### config.mk
export PLATFORM = sky130hd
export DESIGN_NAME = psd_isqrt
export DESIGN_NICKNAME = d
export VERILOG_FILES = /design/src/rtl/psd_pkg.sv /design/src/rtl/psd_isqrt.sv
export SDC_FILE = /design/constraint.sdc
export NUM_CORES = 1
export LEC_CHECK = 0
export BUFFER_PORTS_ARGS = -buffer_cell sky130_fd_sc_hd__buf_2
export CAP_MARGIN = 40
export CORE_UTILIZATION = 59
export DETAILED_ROUTE_END_ITERATION = 10
export HOLD_SLACK_MARGIN = 0.06
export PLACE_DENSITY = 0.77
export SLEW_MARGIN = 20
export SYNTH_ARGS = -nofsm -noshare
export SYNTH_HDL_FRONTEND = slang
export SYNTH_SLANG_ARGS = --single-unit
### constraint.sdc
create_clock -name clk_i -period 3.3 [get_ports clk_i]
set_clock_uncertainty 0.05 [all_clocks]
set_input_delay 0.825 -clock clk_i [delete_from_list [all_inputs] [get_ports clk_i]]
set_output_delay 0.825 -clock clk_i [all_outputs]
set_load 0.01 [all_outputs]
### src/rtl/psd_pkg.sv
`timescale 1ns / 1ps
package psd_pkg;

  // where the projection landed on the segment
  typedef enum logic [1:0] {
    CLAMP_NONE   = 2'd0,
    CLAMP_FIRST  = 2'd1,
    CLAMP_SECOND = 2'd2
  } clamp_e;

  // pipeline control shared by every stage
  typedef struct packed {
    logic adv;
    logic vld;
  } pipe_ctl_t;

  // per item flags decided after the dot products
  typedef struct packed {
    clamp_e kind;
    logic   degen;
    logic   neg_x;
    logic   neg_y;
  } seg_flags_t;

  localparam int FlagBits = $bits(seg_flags_t);

endpackage

### src/rtl/psd_isqrt.sv
`timescale 1ns / 1ps
module psd_isqrt #(
  parameter int CW    = 16,
  parameter int TAG_W = 8
) (
  input  logic             clk_i,
  input  logic             rst_ni,
  input  psd_pkg::pipe_ctl_t ctl_i,
  input  logic [2*CW:0]    sq_i,
  input  logic [TAG_W-1:0] tag_i,
  output logic             vld_o,
  output logic [CW:0]      root_o,
  output logic [TAG_W-1:0] tag_o
);
  import psd_pkg::*;

  localparam int RW = CW + 1;
  localparam int SW = 2 * CW + 1;
  localparam int TW = 2 * CW + 3;

  logic             v_q   [RW+1];
  logic [SW-1:0]    rem_q [RW+1];
  logic [RW-1:0]    rt_q  [RW+1];
  logic [TAG_W-1:0] tg_q  [RW+1];

  always_comb begin
    v_q[0]   = ctl_i.vld;
    rem_q[0] = sq_i;
    rt_q[0]  = '0;
    tg_q[0]  = tag_i;
  end

  // one root bit per stage, most significant first
  for (genvar k = 0; k < RW; k++) begin : g_bit
    localparam int BI = RW - 1 - k;
    logic [TW-1:0] trial;
    logic          take;

    always_comb begin
      trial = (TW'(rt_q[k]) << (BI + 1)) | (TW'(1) << (2 * BI));
      take  = (TW'(rem_q[k]) >= trial);
    end

    always_ff @(posedge clk_i or negedge rst_ni) begin
      if (!rst_ni) begin
        v_q[k+1] <= 1'b0;
      end else if (ctl_i.adv) begin
        v_q[k+1] <= v_q[k];
      end
    end

    always_ff @(posedge clk_i) begin
      if (ctl_i.adv) begin
        rem_q[k+1] <= take ? SW'(TW'(rem_q[k]) - trial) : rem_q[k];
        rt_q[k+1]  <= rt_q[k] | (RW'(take) << BI);
        tg_q[k+1]  <= tg_q[k];
      end
    end
  end

  assign vld_o  = v_q[RW];
  assign root_o = rt_q[RW];
  assign tag_o  = tg_q[RW];

endmodule

==> results.txt <==
Outcome -> finished, final reports clean
Routed length per placed instance -> 19.3 um
Final number of setup-violating endpoints -> 0
Drt pass-1 iters -> 7
Chip width -> 252 um
Routability congestion estimate -> 0.975
Num ports -> 71
Worst hold endpoint -> rem_q[545]
Multi-input gate area -> 11000 um2
Main area contributors after synthesis -> edfxtp_1 66%, ha_1 5.6%, xor2_1 2.6%
Final min period -> 3.17 ns
Clk buf depth -> 3
EDFF count, synth -> 817
Worst r2r path cells -> 8
Largest area contributor in the netlist -> edfxtp_1
Clk sinks -> 834
Antenna diodes -> 0
Fmax -> 315 MHz
Vias/cell -> 5.75
Synth Cell Area -> 36900 um2
Max-cap violation count -> 0
Total routed wirelength -> 71500 um
Root Driver -> clkbuf_16
Type of origin of the critical path -> flop
RSZ-0062 raised after global routing -> no
Die Area -> 63600 um2
Worst hold path class -> input port to flop
Asr flop ratio synth -> 2.04%
Worst hold start -> sq_i[17]
Syn. warnings -> 0
Most frequent cells in the layout -> 817 x edfxtp_1, 206 x inv_1, 165 x ha_1
Hold Vio Cnt, Final -> 0
FF-to-FF Start -> rem_q[73]
Post-synth top flop -> edfxtp_1
Fin cells -> 3711
GRT overflow -> 0
Starting Density -> 59.8%
R2R Setup Slk -> 0.13 ns
VDD IR max -> 0.526 mV
Die H -> 252 um
Worst-path clk slew -> 0.06 ns
Total chip power -> 28.0 mW
Core area -> 61700 um2
Antenna violations before repair -> 0
Leak Pwr -> 15.6 nW
Seq cells post-synth -> 834
Reg2reg end -> rem_q[64]
Area grow syn2layout -> 12.6%
Mapped Avg Cell Area -> 14.1 um2
Inst Count DP -> 3556
Largest net degree at the start of global routing -> 89
Post-CTS setup buffer count -> 0
GRT Total Usage -> 22.7%
Vias -> 21400
CP Max Fanout -> 6
Final design utilization -> 67.3%
Crit path required time -> 3.61 ns
Power Density -> 674 nW/um2
Num CTS Buffers -> 83
Clk_lat worst skew -> 0.63 ns
Layout cells sized above 1 -> 11.9%
Relative slew slack -> 44.9%
Global-route wire length before repair -> 112000 um
Cells after synthesis -> 2623
Remaining DRCs -> 0
Commonest non-fill, non-tap cell in the layout -> edfxtp_1
FP Rows -> 91
CP Capture Type -> flop
Crit path DAT -> 3.49 ns
Buffers on Ports -> 70
Tightest Pin Transition -> 0.818 ns
Netlist cell types -> 91
Slew Limit Fails -> 0
H-tree lvl count -> 3
WS Path Type -> flop to flop
1st-iter DRT viols -> 1515
Final Cycle Share -> 96.1%
Detailed placement HPWL -> 52000 um
Area fraction of the dominant cell type after synthesis -> 66.5%
Sequential cell area fraction in the yosys report -> 67.6%
Worst Hold Depth -> 1
FF/Latch Area -> 25000 um2
Final antenna-violating net count -> 0
# nets final -> 3016
CTS tree -> done
Vias in the first global route -> 21400
Post-Synthesis Net Count -> 2834
# fillers -> 4259
==> layout make-up <==
cell class,count,share of cell area [%]
clock inverter,51,1.29
tap,837,2.52
inverter,206,1.86
sequential,834,60.1
clock buffer,103,5.23
timing repair buffer,141,2.62
multi-input combinational,1539,26.4
==> layer usage <==
| metal | track usage, % | routed length (um) | up-vias |
|---|---|---|---|
| li1 | - | - | 10300 |
| met1 | 26.6 | 28100 | 10400 |
| met2 | 42.1 | 38200 | 544 |
| met3 | 3.27 | 3170 | 135 |
| met4 | 8.33 | 2050 | 0 |
| met5 | 0 | 0 | - |
==> flip-flops by register name (all words and copies together) (netlist names) <==
register     flops
g_bit.trial    136
rem_q          528
root_o          17
tag_o            8
tg_q           128
v_q             16
vld_o            1
==> cell usage after synthesis, types with 36 or more instances <==
master / instances
nor4_1: 69
xnor2_1: 86
ha_1: 166
o21a_1: 36
inv_1: 206
o21ai_0: 127
a21oi_1: 139
nand2b_1: 36
xor2_1: 110
nor2_1: 146
edfxtp_1: 817
nand2_1: 121
mux2_2: 42
nor3_1: 57
==> report_power, final <==
group	switching, mW	leakage [nW]	internal (mW)
combinational	2.49	6.25	1.99
sequential	0.914	8.06	13.3
clock	3.85	1.32	5.48
total	7.25	15.6	20.7
==> worst max-delay path, stage by stage (launching register included) <==
cell and delay [ns]:
edfxtp_1 0.40, ha_1 0.39, a211oi_1 0.36, nor3_1 0.10, nor3_1 0.43, o21ai_0 0.24
a311o_1 0.50, nor4_1 0.32, xor2_1 0.11
==> logic make-up after synthesis <==
family	Yosys count	synth area share [%]
DFF	834	67.6
and+or+nand+nor	651	9.45
AOI/OAI and AO/OA	472	8.27
buffers and inverters	250	2.78
xor gates and xnor gates	196	4.65
adders and majority gates	166	5.63
muxes	53	1.59
other	1	0.0102
==> repair_timing <==
| item | in CTS | in global routing |
|---|---|---|
| hold endpoints to repair | 17 | 0 |
| cloned | 0 | 0 |
| endpoints found under the setup margin | 6 | 6 |
| hold buffers | 1 | 0 |
| resized for setup | 3 | 5 |
==> worst max-delay path by stage <==
stage	cells after the start	endpoint	from
after floorplan	9	rem_q[292]	rem_q[322]
after global placement	8	rem_q[362]	rem_q[387]
after detailed placement	8	rem_q[362]	rem_q[387]
after CTS	6	rem_q[141]	rem_q[191]
after global routing	9	rem_q[74]	rem_q[111]
final	8	rem_q[64]	rem_q[73]
==> through the flow <==
step                      setup TNS, ns  hold WS, ns  area, um2  worst slack (ns)
after floorplan                       0        0.350      36900             0.457
after global placement           -0.344        0.351      38800            -0.206
after detailed placement         -0.421        0.355      38800            -0.214
after CTS                             0        0.286      41500            0.0758
after global routing                  0        0.299      41500          0.000349
final                                 0        0.319      41500             0.127
Power figures use the tool's default switching activity.
