==> src/rtl/psd_pkg.sv <==
`timescale 1ns / 1ps
package psd_pkg;

  // where the projection landed on the segment
  typedef enum logic [1:0] {
    CLAMP_NONE   = 2'd0,
    CLAMP_FIRST  = 2'd1,
    CLAMP_SECOND = 2'd2
  } clamp_e;

  // pipeline control shared by every stage
  typedef struct packed {
    logic adv;
    logic vld;
  } pipe_ctl_t;

  // per item flags decided after the dot products
  typedef struct packed {
    clamp_e kind;
    logic   degen;
    logic   neg_x;
    logic   neg_y;
  } seg_flags_t;

  localparam int FlagBits = $bits(seg_flags_t);

endpackage

==> src/rtl/psd_proj.sv <==
`timescale 1ns / 1ps
module psd_proj #(
  parameter int CW = 16
) (
  input  logic                    clk_i,
  input  logic                    rst_ni,
  input  psd_pkg::pipe_ctl_t      ctl_i,
  input  logic signed [CW-1:0]    qx_i,
  input  logic signed [CW-1:0]    qy_i,
  input  logic signed [CW-1:0]    ax_i,
  input  logic signed [CW-1:0]    ay_i,
  input  logic signed [CW-1:0]    bx_i,
  input  logic signed [CW-1:0]    by_i,
  output logic                    vld_o,
  output logic [2*CW:0]           num_o,
  output logic [2*CW+1:0]         den_o,
  output logic [CW:0]             mdx_o,
  output logic [CW:0]             mdy_o,
  output psd_pkg::seg_flags_t     flags_o,
  output logic signed [CW-1:0]    base_x_o,
  output logic signed [CW-1:0]    base_y_o,
  output logic signed [CW-1:0]    qx_o,
  output logic signed [CW-1:0]    qy_o
);
  import psd_pkg::*;

  localparam int DW = CW + 1;
  localparam int PW = 2 * CW + 2;
  localparam int NW = 2 * CW + 3;

  // stage 1: edge and offset vectors
  logic                 v1_q;
  logic signed [DW-1:0] dx_q, dy_q, ex_q, ey_q;
  logic signed [CW-1:0] ax1_q, ay1_q, bx1_q, by1_q, qx1_q, qy1_q;

  always_ff @(posedge clk_i or negedge rst_ni) begin
    if (!rst_ni) begin
      v1_q <= 1'b0;
    end else if (ctl_i.adv) begin
      v1_q <= ctl_i.vld;
    end
  end

  always_ff @(posedge clk_i) begin
    if (ctl_i.adv) begin
      dx_q  <= DW'(bx_i) - DW'(ax_i);
      dy_q  <= DW'(by_i) - DW'(ay_i);
      ex_q  <= DW'(qx_i) - DW'(ax_i);
      ey_q  <= DW'(qy_i) - DW'(ay_i);
      ax1_q <= ax_i;
      ay1_q <= ay_i;
      bx1_q <= bx_i;
      by1_q <= by_i;
      qx1_q <= qx_i;
      qy1_q <= qy_i;
    end
  end

  // stage 2: products and edge magnitudes
  logic                 v2_q;
  logic signed [PW-1:0] pex_q, pey_q, sxx_q, syy_q;
  logic [DW-1:0]        mdx_q, mdy_q;
  logic                 ngx_q, ngy_q;
  logic signed [CW-1:0] ax2_q, ay2_q, bx2_q, by2_q, qx2_q, qy2_q;

  always_ff @(posedge clk_i or negedge rst_ni) begin
    if (!rst_ni) begin
      v2_q <= 1'b0;
    end else if (ctl_i.adv) begin
      v2_q <= v1_q;
    end
  end

  always_ff @(posedge clk_i) begin
    if (ctl_i.adv) begin
      pex_q <= ex_q * dx_q;
      pey_q <= ey_q * dy_q;
      sxx_q <= dx_q * dx_q;
      syy_q <= dy_q * dy_q;
      mdx_q <= dx_q[DW-1] ? $unsigned(-dx_q) : $unsigned(dx_q);
      mdy_q <= dy_q[DW-1] ? $unsigned(-dy_q) : $unsigned(dy_q);
      ngx_q <= dx_q[DW-1];
      ngy_q <= dy_q[DW-1];
      ax2_q <= ax1_q;
      ay2_q <= ay1_q;
      bx2_q <= bx1_q;
      by2_q <= by1_q;
      qx2_q <= qx1_q;
      qy2_q <= qy1_q;
    end
  end

  // stage 3: dot product, squared length and clamp decision
  logic signed [NW-1:0] num_d;
  logic [PW-1:0]        den_d;
  seg_flags_t           flags_d;

  always_comb begin
    num_d         = NW'(pex_q) + NW'(pey_q);
    den_d         = $unsigned(sxx_q) + $unsigned(syy_q);
    flags_d.degen = (den_d == '0);
    flags_d.neg_x = ngx_q;
    flags_d.neg_y = ngy_q;
    if (num_d[NW-1] || (num_d == '0)) begin
      flags_d.kind = CLAMP_FIRST;
    end else if (num_d[PW-1:0] >= den_d) begin
      flags_d.kind = CLAMP_SECOND;
    end else begin
      flags_d.kind = CLAMP_NONE;
    end
  end

  always_ff @(posedge clk_i or negedge rst_ni) begin
    if (!rst_ni) begin
      vld_o <= 1'b0;
    end else if (ctl_i.adv) begin
      vld_o <= v2_q;
    end
  end

  always_ff @(posedge clk_i) begin
    if (ctl_i.adv) begin
      num_o    <= num_d[2*CW:0];
      den_o    <= den_d;
      mdx_o    <= mdx_q;
      mdy_o    <= mdy_q;
      flags_o  <= flags_d;
      base_x_o <= (flags_d.kind == CLAMP_SECOND) ? bx2_q : ax2_q;
      base_y_o <= (flags_d.kind == CLAMP_SECOND) ? by2_q : ay2_q;
      qx_o     <= qx2_q;
      qy_o     <= qy2_q;
    end
  end

endmodule

==> config.mk <==
export PLATFORM = sky130hd
export DESIGN_NAME = psd_proj
export DESIGN_NICKNAME = d
export VERILOG_FILES = /design/src/rtl/psd_pkg.sv /design/src/rtl/psd_proj.sv
export SDC_FILE = /design/constraint.sdc
export NUM_CORES = 2
export LEC_CHECK = 0
export ABC_CLOCK_PERIOD_IN_PS = 8400
export BUFFER_PORTS_ARGS = -buffer_cell sky130_fd_sc_hd__buf_4
export CAP_MARGIN = 20
export CORE_AREA = 2 2 337 372
export CTS_BUF_LIST = sky130_fd_sc_hd__clkbuf_8 sky130_fd_sc_hd__clkbuf_16
export DETAILED_ROUTE_END_ITERATION = 7
export DIE_AREA = 0 0 339 374
export PLACE_DENSITY_LB_ADDON = 0.12
export REMOVE_ABC_BUFFERS = 1
export SYNTH_ARGS = -nofsm -noshare
export SYNTH_HDL_FRONTEND = slang
export SYNTH_SLANG_ARGS = --single-unit
export TNS_END_PERCENT = 50
==> constraint.sdc <==
create_clock -name clk_i -period 8.4 [get_ports clk_i]
set_clock_uncertainty 0.1 [all_clocks]
set_input_delay 2.1 -clock clk_i [delete_from_list [all_inputs] [get_ports clk_i]]
set_output_delay 2.1 -clock clk_i [all_outputs]
set_load 0.02 [all_outputs]
==> key figures <==
Outcome
  – Status: finished clean

Logic synthesis
  – Cell taking the most area after synthesis: fa_1
  – Post-synth EDFFs: between 500 and 600
  – Asr flop ratio synth: 0.00499
  – Post-synthesis cell area: approximately 67000 um2
  – Syn Area/Cell: between 10 and 15 um2
  – Most frequent cell after synthesis: inv_1
  – Post-synthesis cell type count: 73
  – Synth Register Bits: 601
  – Top-area cell type share of the netlist area: 0.336
  – Synth warn: 0
  – Ys flop type: edfxtp_1
  – Cell count after synthesis: ~6200
  – Most frequent cells after synthesis: 1450 x inv_1, 1128 x fa_1, 598 x edfxtp_1
  – Largest cells by area after synthesis: fa_1 34%, edfxtp_1 27%, ha_1 9.7%
  – Seq/Total Area, Yosys: 0.268

Final layout
  – Area delta synth->final: 9.63%
  – Final #Nets: between 8000 and 9000
  – Share of cells above drive strength 1: 0.0823
  – Fin util: 0.600
  – Final instance area: 73700 um2
  – Filler cell count: about 10000

Critical path
  – Worst path depth: 23
  – Path depth of the worst reg2reg path: 23
  – CP startpoint kind: register
  – Crit-path max cell delay: between 0.8 and 0.9 ns
  – Critical Path End: pex_q[32]
  – Crit path capture type: register
  – CP top delay family: adder cells
  – CP startpoint: dx_q[9]
  – FF-to-FF End: pex_q[32]
  – WP data arrival: between 7 and 8 ns
  – Worst reg2reg startpoint: dx_q[9]
  – Most frequent CP cell: fa_1
  – Crit path max fanout: 13
  – Path type of the worst setup path: register to register
  – Worst Path Buf+Inv: 6
  – R2r setup slk: 0.83 ns
  – Worst path required time: 8.69 ns
  – Worst path cell trace: buf_4 -> nand2_1 -> fa_1 -> inv_1 -> fa_1 -> inv_1 -> fa_1 -> inv_1 -> fa_1 -> fa_1 -> inv_1 -> fa_1 -> inv_1 -> ha_1 -> and3_1 -> and3_1 -> a21oi_1 -> o21ai_0 -> a21oi_1 -> o31ai_1 -> a31oi_1 -> o21ai_0 -> o311ai_0
  – Critical path's slowest cell: edfxtp_1

Clock network
  – TritonCTS clock tree: yes
  – Clock Sinks: 601
  – Postcts setup bufs: 0
  – Buffer depth of the longest clock path: 3
  – Hold_buf cts: 0
  – PostCTS Resize Cnt: 0
  – Clock H-tree levels: 3
  – Worst skew pair latency: about 0.69 ns
  – TritonCTS buffer count: ~70
  – CTS clk-pin slew, worst paths: roughly 0.06 ns
  – CTS root buf: clkbuf_16

Route
  – Vias per inst: approximately 5.3
  – DRC errors left: 0
  – Vias: ~44000
  – First DRT Iteration DRCs: ~3000
  – Routed WL: 158000 um
  – Final ANT Viol Nets: 0
  – WL/cell: between 15 and 20 um
  – DRT Pass-1 Iters: 8

Run
  – Max-cap violations: 0

Placement
  – Post-Place Worst Slack: 0.885 ns
  – Port Buf Inserts: 270
  – Final RePlAce weighted congestion: ~0.90
  – DP Area: a little over 70000 um2
  – Post-DP HPWL: approximately 130000 um

STA
  – Rel. slew slack: 0.163
  – Hold Vio Cnt, Final: 0
  – Crit share post-route: 0.901
  – RSZ-0062 raised after global routing: no
  – Fmax achieved: approximately 130 MHz
  – Slew Limit Fails: 0
  – Setup violators final: 0
  – Final worst slack: around 0.83 ns
  – Post-route minimum period: about 7.6 ns
  – Slew @ Worst Pin: ~1.2 ns
  – Setup TNS: 0 ns

GRT
  – Initial antenna violation count: 3
  – Largest net degree at the start of global routing: 148
  – First-pass GRT wire length: around 260000 um
  – Overall Global Routing Usage: 0.260
  – Total grt overflow: 0
  – Number of global-route vias before repair: about 48000

Floorplan
  – Core area: ~120000 um2
  – Core Rows: 135
  – Die height: around 370 um
  – IO Pins: 271
  – Die area: between 100000 and 150000 um2
  – Effective utilization at floorplan: 0.548
  – Die X: 339 um

Hold path
  – Hold Crit Class: register to register
[logic make-up after synthesis]
family,count (synthesis),share of synthesized area
compound gates,580,0.0566
xor+xnor,282,0.0367
fa+ha+maj,1652,0.433
buf+inv,1637,0.0917
flops,601,0.268
mux,40,0.00824
simple gates,1449,0.105
[stage by stage]
stage	hold WS, ns	instances
3_5_place_dp	0.305	8069
5_1_grt	0.318	8196
3_3_place_gp	0.300	8069
6_report	0.314	8198
4_1_cts	0.313	8195
2_1_floorplan	0.300	6062
[how the worst min path moves through the flow]
stage / to / cells past startpoint / slack (ns) / startpoint
3_3_place_gp: by2_q[5] / 0 / 0.30 / by1_q[5]
6_report: qx2_q[10] / 0 / 0.31 / qx1_q[10]
3_5_place_dp: ax2_q[6] / 0 / 0.30 / ax1_q[6]
4_1_cts: qx2_q[10] / 0 / 0.31 / qx1_q[10]
5_1_grt: qx_o[4] / 0 / 0.32 / qx2_q[4]
2_1_floorplan: ax2_q[0] / 0 / 0.30 / ax1_q[0]
[flip-flops by register name (all words and copies together) (netlist names), 17 cells and up]
register / count
pex_q: 34
ey_q: 17
sxx_q: 33
pey_q: 34
den_o: 34
num_o: 33
dy_q: 17
syy_q: 33
dx_q: 17
mdx_o: 17
ex_q: 17
mdy_o: 17
[placed cells by master, fill, tap and decap left out, types with 122 or more instances in the layout]
cell type / synthesis / final
inv_1: 1450 / 1461
fa_1: 1128 / 1128
edfxtp_1: 598 / 598
ha_1: 524 / 524
nand2_1: 507 / 507
and2_1: 385 / 385
buf_4: 0 / 357
nor2_1: 268 / 268
xnor2_1: 204 / 204
a21oi_1: 151 / 151
o21ai_0: 122 / 122
[final cells by class]
class                           instances  area, um2  area share
Multi-Input combinational cell       4003      43100       0.584
Sequential cell                       601      18000       0.245
Antenna cell                            2       5.00   0.0000679
Tap cell                             1644       2060      0.0279
Timing Repair Buffer                  364       2820      0.0383
Inverter                             1458       5470      0.0742
Clock inverter                         56        527     0.00715
Clock buffer                           70       1750      0.0238
[metal layers]
metal  track usage  routed length, um
met5             0                  0
met4        0.0839               4900
met3        0.0442              10100
met2         0.436              77600
met1         0.345              65700
[worst register-to-register path, stage by stage (launching register included)]
cell and delay, ns:
edfxtp_1 0.85, buf_4 0.31, nand2_1 0.09, fa_1 0.54
inv_1 0.06, fa_1 0.50, inv_1 0.05, fa_1 0.52
inv_1 0.05, fa_1 0.48, fa_1 0.51, inv_1 0.05
fa_1 0.52, inv_1 0.06, ha_1 0.35, and3_1 0.22
and3_1 0.16, a21oi_1 0.11, o21ai_0 0.37, a21oi_1 0.19
o31ai_1 0.49, a31oi_1 0.22, o21ai_0 0.32, o311ai_0 0.19
Power is left out: the tool's default activity adds up to more than one toggle a clock period on the data nets, which glitch-free logic cannot reach.
